$ cat src/rtl/fna_pkg.sv
// shared types and constants of the free number allocator
// no dependencies
package fna_pkg;

    localparam int POOL_DEPTH = 1024;
    localparam int NUM_W      = 10;
    localparam int SIZE_W     = 11;
    localparam int WORD_W     = 32;
    localparam int BIT_W      = $clog2(WORD_W);
    localparam int N_WORDS    = POOL_DEPTH / WORD_W;
    localparam int WADDR_W    = $clog2(N_WORDS);

    localparam logic [1:0] CMD_GET     = 2'd0;
    localparam logic [1:0] CMD_CHECK   = 2'd1;
    localparam logic [1:0] CMD_RELEASE = 2'd2;

    typedef struct packed {
        logic [1:0]       cmd;
        logic [NUM_W-1:0] number;
    } req_t;

    typedef struct packed {
        logic [NUM_W-1:0] granted_number;
        logic             granted;
        logic             is_free;
        logic             bad_number;
    } rsp_t;

    typedef struct packed {
        logic load;
        logic rd_en;
        logic commit;
    } ctl_t;

    typedef enum logic [2:0] {
        ST_IDLE = 3'b001,
        ST_READ = 3'b010,
        ST_EVAL = 3'b100
    } state_t;

endpackage

$ cat src/rtl/fna_ram.sv
// generic simple dual port ram, one write and one registered read port
// no dependencies
module fna_ram #(
    parameter int WIDTH = 32,
    parameter int DEPTH = 32
) (
    input  logic                     aclk,
    input  logic                     we,
    input  logic [$clog2(DEPTH)-1:0] waddr,
    input  logic [WIDTH-1:0]         wdata,
    input  logic                     re,
    input  logic [$clog2(DEPTH)-1:0] raddr,
    output logic [WIDTH-1:0]         rdata
);

    logic [WIDTH-1:0] mem [DEPTH];
    logic [WIDTH-1:0] rdata_reg;

    always_ff @(posedge aclk) begin
        if (we) begin
            mem[waddr] <= wdata;
        end
        if (re) begin
            rdata_reg <= mem[raddr];
        end
    end

    assign rdata = rdata_reg;

endmodule

$ cat src/rtl/fna_ctrl.sv
// sequencing state machine and result valid of the free number allocator
// depends on fna_pkg
module fna_ctrl (
    input  logic          aclk,
    input  logic          aresetn,
    input  logic          s_valid,
    output logic          s_ready,
    output logic          m_valid,
    input  logic          m_ready,
    output fna_pkg::ctl_t ctl
);

    fna_pkg::state_t state_reg, state_next;
    logic            m_valid_reg, m_valid_next;

    always_comb begin
        ctl.load   = s_valid && (state_reg == fna_pkg::ST_IDLE);
        ctl.rd_en  = (state_reg == fna_pkg::ST_READ);
        // result register must be empty or draining before we commit
        ctl.commit = (state_reg == fna_pkg::ST_EVAL) && (!m_valid_reg || m_ready);
    end

    always_comb begin
        state_next = state_reg;
        case (state_reg)
            fna_pkg::ST_IDLE: begin
                if (ctl.load) begin
                    state_next = fna_pkg::ST_READ;
                end
            end
            fna_pkg::ST_READ: begin
                state_next = fna_pkg::ST_EVAL;
            end
            fna_pkg::ST_EVAL: begin
                if (ctl.commit) begin
                    state_next = fna_pkg::ST_IDLE;
                end
            end
            default: begin
                state_next = fna_pkg::ST_IDLE;
            end
        endcase
    end

    always_comb begin
        if (ctl.commit) begin
            m_valid_next = 1'b1;
        end else if (m_ready) begin
            m_valid_next = 1'b0;
        end else begin
            m_valid_next = m_valid_reg;
        end
    end

    always_ff @(posedge aclk) begin
        if (!aresetn) begin
            state_reg   <= fna_pkg::ST_IDLE;
            m_valid_reg <= 1'b0;
        end else begin
            state_reg   <= state_next;
            m_valid_reg <= m_valid_next;
        end
    end

    assign s_ready = (state_reg == fna_pkg::ST_IDLE);
    assign m_valid = m_valid_reg;

endmodule

$ cat src/rtl/fna_datapath.sv
// bitmap storage, lowest free search and result register of the allocator
// depends on fna_pkg and fna_ram
module fna_datapath (
    input  logic                       aclk,
    input  logic                       aresetn,
    input  fna_pkg::ctl_t              ctl,
    input  fna_pkg::req_t              s_payload,
    input  logic                       cfg_we,
    input  logic [fna_pkg::SIZE_W-1:0] cfg_wdata,
    output fna_pkg::rsp_t              m_payload
);

    logic [fna_pkg::SIZE_W-1:0]  pool_size_reg;
    fna_pkg::req_t               req_reg;
    logic [fna_pkg::WADDR_W-1:0] waddr_reg;
    logic                        any_free_reg;
    logic [fna_pkg::N_WORDS-1:0] valid_reg;
    logic [fna_pkg::N_WORDS-1:0] summary_reg;
    fna_pkg::rsp_t               rsp_reg, rsp_next;

    logic [fna_pkg::SIZE_W-1:0]  size_eff;
    logic [fna_pkg::WADDR_W-1:0] first_word;
    logic [fna_pkg::WORD_W-1:0]  rdata;
    logic [fna_pkg::WORD_W-1:0]  word_data;
    logic [fna_pkg::WORD_W-1:0]  pool_mask;
    logic [fna_pkg::WORD_W-1:0]  cand;
    logic [fna_pkg::BIT_W-1:0]   low_bit;
    logic                        cand_any;
    logic [fna_pkg::BIT_W-1:0]   bit_idx;
    logic                        bad;
    logic                        wr;
    logic [fna_pkg::WORD_W-1:0]  wdata;

    assign size_eff = (pool_size_reg > fna_pkg::SIZE_W'(fna_pkg::POOL_DEPTH))
                    ? fna_pkg::SIZE_W'(fna_pkg::POOL_DEPTH) : pool_size_reg;

    // lowest word that still holds a free bit
    always_comb begin
        first_word = '0;
        for (int i = fna_pkg::N_WORDS - 1; i >= 0; i--) begin
            if (summary_reg[i]) begin
                first_word = fna_pkg::WADDR_W'(i);
            end
        end
    end

    fna_ram #(
        .WIDTH (fna_pkg::WORD_W),
        .DEPTH (fna_pkg::N_WORDS)
    ) u_map_ram (
        .aclk  (aclk),
        .we    (ctl.commit && wr),
        .waddr (waddr_reg),
        .wdata (wdata),
        .re    (ctl.rd_en),
        .raddr (waddr_reg),
        .rdata (rdata)
    );

    // a word never written since reset is all free
    assign word_data = valid_reg[waddr_reg] ? rdata : '1;

    always_comb begin
        for (int b = 0; b < fna_pkg::WORD_W; b++) begin
            pool_mask[b] = {1'b0, waddr_reg, fna_pkg::BIT_W'(b)} < size_eff;
        end
    end

    assign cand = word_data & pool_mask;

    always_comb begin
        low_bit  = '0;
        cand_any = |cand;
        for (int b = fna_pkg::WORD_W - 1; b >= 0; b--) begin
            if (cand[b]) begin
                low_bit = fna_pkg::BIT_W'(b);
            end
        end
    end

    assign bit_idx = req_reg.number[fna_pkg::BIT_W-1:0];
    assign bad     = {1'b0, req_reg.number} >= size_eff;

    always_comb begin
        rsp_next = '0;
        wr       = 1'b0;
        wdata    = word_data;
        case (req_reg.cmd)
            fna_pkg::CMD_GET: begin
                if (any_free_reg && cand_any) begin
                    rsp_next.granted        = 1'b1;
                    rsp_next.granted_number = {waddr_reg, low_bit};
                    wr                      = 1'b1;
                    wdata = word_data & ~(fna_pkg::WORD_W'(1) << low_bit);
                end
            end
            fna_pkg::CMD_CHECK: begin
                if (bad) begin
                    rsp_next.bad_number = 1'b1;
                end else begin
                    rsp_next.is_free = word_data[bit_idx];
                end
            end
            fna_pkg::CMD_RELEASE: begin
                if (bad) begin
                    rsp_next.bad_number = 1'b1;
                end else begin
                    wr    = 1'b1;
                    wdata = word_data | (fna_pkg::WORD_W'(1) << bit_idx);
                end
            end
            default: begin
                wr = 1'b0;
            end
        endcase
    end

    always_ff @(posedge aclk) begin
        if (!aresetn) begin
            pool_size_reg <= fna_pkg::SIZE_W'(fna_pkg::POOL_DEPTH);
            valid_reg     <= '0;
            summary_reg   <= '1;
        end else begin
            if (cfg_we) begin
                pool_size_reg <= cfg_wdata;
            end
            if (ctl.commit && wr) begin
                valid_reg[waddr_reg]   <= 1'b1;
                summary_reg[waddr_reg] <= |wdata;
            end
        end
    end

    always_ff @(posedge aclk) begin
        if (ctl.load) begin
            req_reg      <= s_payload;
            any_free_reg <= |summary_reg;
            if (s_payload.cmd == fna_pkg::CMD_GET) begin
                waddr_reg <= first_word;
            end else begin
                waddr_reg <= s_payload.number[fna_pkg::NUM_W-1:fna_pkg::BIT_W];
            end
        end
        if (ctl.commit) begin
            rsp_reg <= rsp_next;
        end
    end

    assign m_payload = rsp_reg;

endmodule

$ cat src/rtl/free_number_allocator.sv
// an accepted request passes the read and evaluate states before m_valid rises;
// one transaction at a time: s_ready stays low through the read-modify-write
// of one 32-bit bitmap word in the map ram (read, evaluate and write back);
// a result stalled on m_ready holds the next transaction in evaluate
// reset: synchronous active low; every number free via per-word valid bits,
// no clearing pass, pool_size returns to 1024
module free_number_allocator (
    input  logic                       aclk,
    input  logic                       aresetn,
    input  logic                       s_valid,
    output logic                       s_ready,
    input  fna_pkg::req_t              s_payload,
    output logic                       m_valid,
    input  logic                       m_ready,
    output fna_pkg::rsp_t              m_payload,
    input  logic                       cfg_we,
    input  logic [fna_pkg::SIZE_W-1:0] cfg_wdata
);

    fna_pkg::ctl_t ctl;

    fna_ctrl u_ctrl (
        .aclk    (aclk),
        .aresetn (aresetn),
        .s_valid (s_valid),
        .s_ready (s_ready),
        .m_valid (m_valid),
        .m_ready (m_ready),
        .ctl     (ctl)
    );

    fna_datapath u_datapath (
        .aclk      (aclk),
        .aresetn   (aresetn),
        .ctl       (ctl),
        .s_payload (s_payload),
        .cfg_we    (cfg_we),
        .cfg_wdata (cfg_wdata),
        .m_payload (m_payload)
    );

endmodule

$ cat config.mk
export PLATFORM = sky130hd
export DESIGN_NAME = free_number_allocator
export DESIGN_NICKNAME = d
export VERILOG_FILES = /design/src/rtl/fna_pkg.sv /design/src/rtl/fna_ram.sv /design/src/rtl/fna_ctrl.sv /design/src/rtl/fna_datapath.sv /design/src/rtl/free_number_allocator.sv
export SDC_FILE = /design/constraint.sdc
export NUM_CORES = 1
export LEC_CHECK = 0
export BUFFER_PORTS_ARGS = -buffer_cell sky130_fd_sc_hd__buf_2
export CAP_MARGIN = 10
export CORE_ASPECT_RATIO = 0.75
export CORE_MARGIN = 5
export CORE_UTILIZATION = 44
export CTS_CLUSTER_SIZE = 25
export DETAILED_ROUTE_END_ITERATION = 8
export MAX_ROUTING_LAYER = met4
export PLACE_DENSITY_LB_ADDON = 0.1
export SLEW_MARGIN = 20
export SYNTH_ARGS = -nofsm -noshare
export SYNTH_HDL_FRONTEND = slang
export SYNTH_SLANG_ARGS = --single-unit
$ cat constraint.sdc
create_clock -name aclk -period 17.8 [get_ports aclk]
set_input_delay 1.78 -clock aclk [delete_from_list [all_inputs] [get_ports aclk]]
set_output_delay 1.78 -clock aclk [all_outputs]
set_load 0.005 [all_outputs]
## After elaboration in Yosys (flattened, before gate mapping)

Memories as Yosys holds them, arrays and structs flattened. A register that Yosys moved wholly into a read port is not among the register bits.
Index checks and enable logic that the tools add are counted.

- $lt $le $gt $ge: 37
- Eq/ne operators: 7
- Shifts and indexed selects: 2
- Multiplexer cells: 89
- Bitwise operators: 6
- Reductions and logical operators: 17

Operator list:

| kind | count |
|---|---|
| < comparator 10 x 11 -> 1 bit | 32 |
| 2-to-1 mux 5 bit | 65 |
| 2-to-1 mux 32 bit | 3 |
| OR reduction 32 bit | 3 |
| AND 32 bit | 2 |
| bitwise OR 32 bit | 2 |
| one-hot mux 32 bit (2 select lines) | 1 |
| left shift 1 x 5 -> 32 bit, first input constant | 2 |
| bitwise mux 32 bit | 1 |
| inverter 32 bit | 1 |
| < comparator 5 x 6 -> 1 bit, second input constant | 2 |
| greater-or-equal comparator 10 x 11 -> 1 bit | 1 |
| greater-than comparator 11 bit, second input constant | 1 |
| 2-to-1 mux 1 bit | 11 |
| 2-to-1 mux 11 bit | 1 |
| binary-select mux 1 bit (select 5 bit) | 2 |
| one-hot mux 3 bit (3 select lines) | 1 |
| 2-to-1 mux 3 bit | 2 |
| demux 1 bit (select 5 bit) | 1 |
| greater-or-equal comparator 5 x 1 -> 1 bit, second input constant | 1 |
| logical AND 1 bit | 5 |
| zero test 2 bit | 2 |
| != test 2 x 1 -> 1 bit, second input constant | 2 |
| AND reduction 2 bit | 2 |
| other kinds (11) | 12 |

- Register bits after elaboration: 110
- RAM bits: 1024
- Bits of input ports: 28
- Word-level logic and storage cells: 172
- Memories kept: 1

Memory list:

| name | words | width | read ports | clocked after memory_dff | write ports | RTL line | text |
|---|---|---|---|---|---|---|---|
| u_datapath.u_map_ram.mem | 32 | 32 | 1 | 1 | 1 | fna_ram.sv:16 | `logic [WIDTH-1:0] mem [DEPTH];` |

## Depth between registers and ports, before layout

- Word-level depth: 43
- Depth in mapped cells: 23
- Mapped depth without buffers: 17

## By module

A second synthesis with hierarchy kept.

- Cell total of the unflattened synthesis: 3188
- Area, all modules: 49125.9 um2

Modules (own cells, without submodules):

| module | instances | cells each | area an instance (um2) | seq. area each (um2) |
|---|---|---|---|---|
| fna_ram | 1 | 2260 | 40811.6 | 31710.4 |
| fna_datapath | 1 | 909 | 8124.0 | 2432.3 |
| fna_ctrl | 1 | 19 | 190.2 | 80.1 |

## Worst setup path after synthesis

No wires, ideal clock.

- Kind: reg2reg
- Start: register u_datapath.waddr_reg[0] (netlist bit)
- End: register u_datapath.summary_reg[10] (netlist bit)
- Library setup time: 0.073 ns
- Data arrival time: 5.883 ns
- Data required time: 17.727 ns
- Setup slack: 11.844 ns
- Stages on the path, launching flop included: 22
- Clock period less this slack: 5.956 ns
- Cell sequence: edfxtp_1 > buf_6 > buf_2 > clkbuf_1 > buf_1 > inv_1 > ha_1 > nand4bb_1 > a21oi_1 > a211oi_1 > a21o_1 > a2111oi_0 > or2_2 > a2bb2oi_2 > o311a_4 > nor3_1 > o21ai_0 > nor4_1 > nand4b_1 > nor4_4 > buf_6 > a21oi_2

- Cells in the longest elaborated chain, start to end: 43
- Elaborated cells between the ends (all ways): 87

Ends and longest elaborated chain:

| what | RTL line | text |
|---|---|---|
| start: declaration | fna_datapath.sv:15 | `logic [fna_pkg::WADDR_W-1:0] waddr_reg;` |
| start signal: assignment | fna_datapath.sv:139 | `waddr_reg <= first_word;` |
| start signal: assignment | fna_datapath.sv:141 | `waddr_reg <= s_payload.number[fna_pkg::NUM_W-1:fna_pkg::BIT_W];` |
| binary-select mux 1 bit (select 5 bit) | fna_datapath.sv:61 | `assign word_data = valid_reg[waddr_reg] ? rdata : '1;` |
| 2-to-1 mux 1 bit (implied by the code) | fna_datapath.sv:61 |  |
| 2-to-1 mux 32 bit | fna_datapath.sv:61 |  |
| AND 32 bit | fna_datapath.sv:69 | `assign cand = word_data & pool_mask;` |
| 2-to-1 mux 5 bit (32 in series) | fna_datapath.sv:75 | `if (cand[b]) begin` |
| left shift 1 x 5 -> 32 bit | fna_datapath.sv:94 | `wdata = word_data & ~(fna_pkg::WORD_W'(1) << low_bit);` |
| inverter 32 bit | fna_datapath.sv:94 |  |
| AND 32 bit | fna_datapath.sv:94 |  |
| 2-to-1 mux 32 bit | fna_datapath.sv:90 | `if (any_free_reg && cand_any) begin` |
| one-hot mux 32 bit (2 select lines) (*) | fna_datapath.sv:88 | `case (req_reg.cmd)` |
| named net u_datapath.u_map_ram.wdata[6] | fna_ram.sv:10 | `input logic [WIDTH-1:0] wdata,` |
| OR reduction 32 bit (*) | fna_datapath.sv:129 | `summary_reg[waddr_reg] <= \|wdata;` |
| bitwise mux 32 bit (*) | fna_datapath.sv:129 |  |
| end signal: indexed assignment | fna_datapath.sv:129 |  |
| end: declaration | fna_datapath.sv:18 | `logic [fna_pkg::N_WORDS-1:0] summary_reg;` |

Mark *: on every way through the listed nets, which the timed path passes. The rest lies on a longest branch. The select of a mux whose other input is x is not followed.
A chain may end at the register's enable or synchronous reset.

## Final worst setup path

- Start: register u_datapath.waddr_reg[0] (netlist bit)
- End: register u_datapath.summary_reg[31] (netlist bit)

Same word-level chain as after synthesis.

==> metrics.yaml <==
ir_drop_v: 0.0000895
antenna_found_initial: 4
synth_xor_area_share_pct: 0
track_usage_pct: 25.5
ctsResizeCount: 0
synth_cells: 2463
power.leakage_nw: 12.6
crit_chain: "buf_4 -> mux2i_1 -> o22ai_1 -> nor4_2 -> mux2_4 -> o21bai_1 -> a311oi_1 -> a2bb2oi_2 -> o311ai_2 -> buf_4 -> nor2_2 -> a31oi_4 -> nor4_1 -> nand4_1 -> nor4_4 -> buf_4 -> a21oi_1"
worst_pin_slew_ps: 1120
power_frac_comb_pct: 4.5
synth_warnings: 0
ys_dominant_reg_cell: "edfxtp_1"
grt_max_degree: 148
synthArstFlopShare_pct: 0
finalHoldViolations: 0
drtIter0Drc: 2944
grt_pass1_vias: 25200
dr_total_vias: 25800
p_int_mw: 4.34
synth_top_family_by_area: "multiplexers"
period_minus_slack_ps: 7540
clk_pin_slew_ps: 60
hold_path.class: "register to register"
num_rows: 103
worstPathRequired_ps: 18380
postCtsHoldBufs: 0
grt_pass1_wl_microns: 198000
swShare_pct: 21.9
setup_ws_ps: 10260
largest_reg_flops: 1024
status: "finished clean"
finalSetupTns_ps: 0
cts_setup_buffers: 0
muxShareOfSynthArea_pct: 13.5
cap_viol_max_count: 0
area_growth_pct: 13.0
cpMaxStageDelayCell: "nor4_2"
drc_errors: 0
largest-register: "u_datapath.u_map_ram.mem"
cts_sinks: 1166
timing.final.crit_share_pct: 42.4
cts_buffers: 111
syn-num-nets: 2510
layout_commonest_cell: "edfxtp_1"
fill_cells: 8618
core_sq_um: 105000
cpPeakStageDelay_ps: 970
antennaDiodeCount: 0
synth-simple-area-share_pct: 4.56
wl_microns: 141000
power_frac_clock_pct: 41.8
clock_skew_ps: 35.1
ctsLongestPathBuffers: 3
cts_tree: "done"
dp_slack_ps: 10230
htreeDepth: 3
hold_ws_ps: 468
min_path_cells: 1
synth_compound_area_share_pct: 6.91
synth.distinct_cells: 91
dp_cells: 3862
p_per_area_nw_per_um2: 105
synth-adder-area-share_pct: 0.508
start_kind: "register"
rsz0062_at_grt: "no"
dieArea_sq_um: 113000
route.detailed.wl_per_inst_microns: 34.8
gp_congestion: 0.936
ys_seq_area_share_pct: 73.1
die_w_microns: 387
path_class: "register to register"
layout-drive-gt1-share_pct: 25.7
start_util_pct: 44.4
fin_cells: 4068
yosys_register_bits: 1166
nets: 2606
clockRootBuffer: "clkbuf_16"
die_y_microns: 292
p_seq_share_pct: 53.6
maxSlewHeadroom_pct: 24.6
hpwl_microns: 79300
ios: 43
insertion_delay_ps: 730
p_switching_mw: 1.22
final_cell_mix: "edfxtp_1 (1087), mux4_2 (266), a22oi_1 (128)"
grt_overflow: 0
via_per_inst: 6.35
worstPathMaxFanout: 50
port_buffers: 42
maxClockFrequency_ghz: 0.133
synth-edff-count: 1087
worst_r2r_path_depth: 17
cp.arrival_ps: 8120
syn-cell-area_sq_um: 46800
drv_slew: 0
end_kind: "register"
finalSetupViolations: 0
syn-mean-instance-area_sq_um: 19.0
ant_nets: 0
timing.critical_path.mode_cell: "buf_4"
drtPass1Iterations: 7
==> per-stage QoR <==
step	cell area, sq um	power (mW)	utilization (%)
after floorplan	46800	3.19	-
after global routing	52900	5.72	50.2
final	52900	5.55	50.2
after CTS	52800	5.59	50.1
after detailed placement	49300	3.29	46.7
after global placement	49200	3.29	46.7
==> worst paths after layout <==
| path | from | end | slack, ps |
|---|---|---|---|
| hold reg to reg | u_datapath.valid_reg[2] | u_datapath.valid_reg[2] | 470 |
| setup reg to reg | u_datapath.waddr_reg[0] | u_datapath.summary_reg[31] | 10260 |
| hold / removal | u_datapath.valid_reg[2] | u_datapath.valid_reg[2] | 470 |
| setup / recovery | u_datapath.waddr_reg[0] | u_datapath.summary_reg[31] | 10260 |
==> power by group through the flow <==
stage	clock [mW]	sequential, mW	combinational, mW
global placement	0	3.04	0.251
detailed placement	0	3.04	0.251
floorplan	0	3.03	0.160
finish	2.32	2.98	0.251
CTS	2.36	2.98	0.251
global route	2.48	2.98	0.266
==> cells in the mapped netlist (7+ instances only) <==
library cell  count  share of area (%)
edfxtp_1       1087                 70
dfxtp_1          79                3.4
nand2b_1         15               0.20
a21oi_1          54               0.58
a31oi_1          13               0.17
inv_1            24               0.19
nor4_1           15               0.20
a21o_1           11               0.18
and2_1           19               0.25
or2_2             7              0.094
mux4_2          266                 13
o31ai_1           8               0.13
or3_1             7              0.094
nand4_1          36               0.48
buf_2             9              0.096
nor3_1           23               0.25
ha_1             19               0.51
a21oi_2          30               0.56
a22oi_1         129                2.1
buf_6             7               0.17
a211oi_1         16               0.26
o21ai_0          28               0.30
nand2_1          57               0.46
clkbuf_1         97               0.78
nor2b_1          24               0.32
and3_1            8               0.11
o21bai_1          8               0.13
buf_1            25               0.20
o22ai_1          14               0.19
nand3_1          12               0.13
mux2i_1          27               0.58
nor3b_1          40               0.64
o21a_1           45               0.72
a311oi_1          8               0.15
nor2_1           88               0.71
==> per-layer routing <==
metal	global-route usage, %	vias up	routed length, microns
met4	4.57	0	2430
met1	39.0	14100	65900
met5	-	-	0
li1	-	10500	-
met2	36.4	1095	62600
met3	4.68	168	10500
==> critical path: cells and delay by family (launching register included) <==
family / cells / cell delay (ps)
buffers and inverters: 3 / 1510
multiplexers: 2 / 1100
flip-flops: 1 / 320
AND/OR/NAND/NOR: 5 / 2610
AO/OA/AOI/OAI: 7 / 1740
==> area by class of cell <==
cell class / instances / area [sq um] / share of cell area [%]
clock buffer: 140 / 2940 / 5.55
clock inverter: 65 / 619 / 1.17
inverter: 24 / 90.1 / 0.170
multi-input combinational: 1135 / 12400 / 23.4
sequential: 1166 / 34200 / 64.7
tap: 1417 / 1770 / 3.35
timing repair buffer: 121 / 836 / 1.58
==> cell families after synthesis <==
logic type | after synthesis
flip-flops | 1166
AO/OA/AOI/OAI | 439
AND/OR/NAND/NOR | 381
multiplexers | 296
buffers and inverters | 162
adder cells (fa/ha/maj) | 19
(Power assumes the default switching activity.)
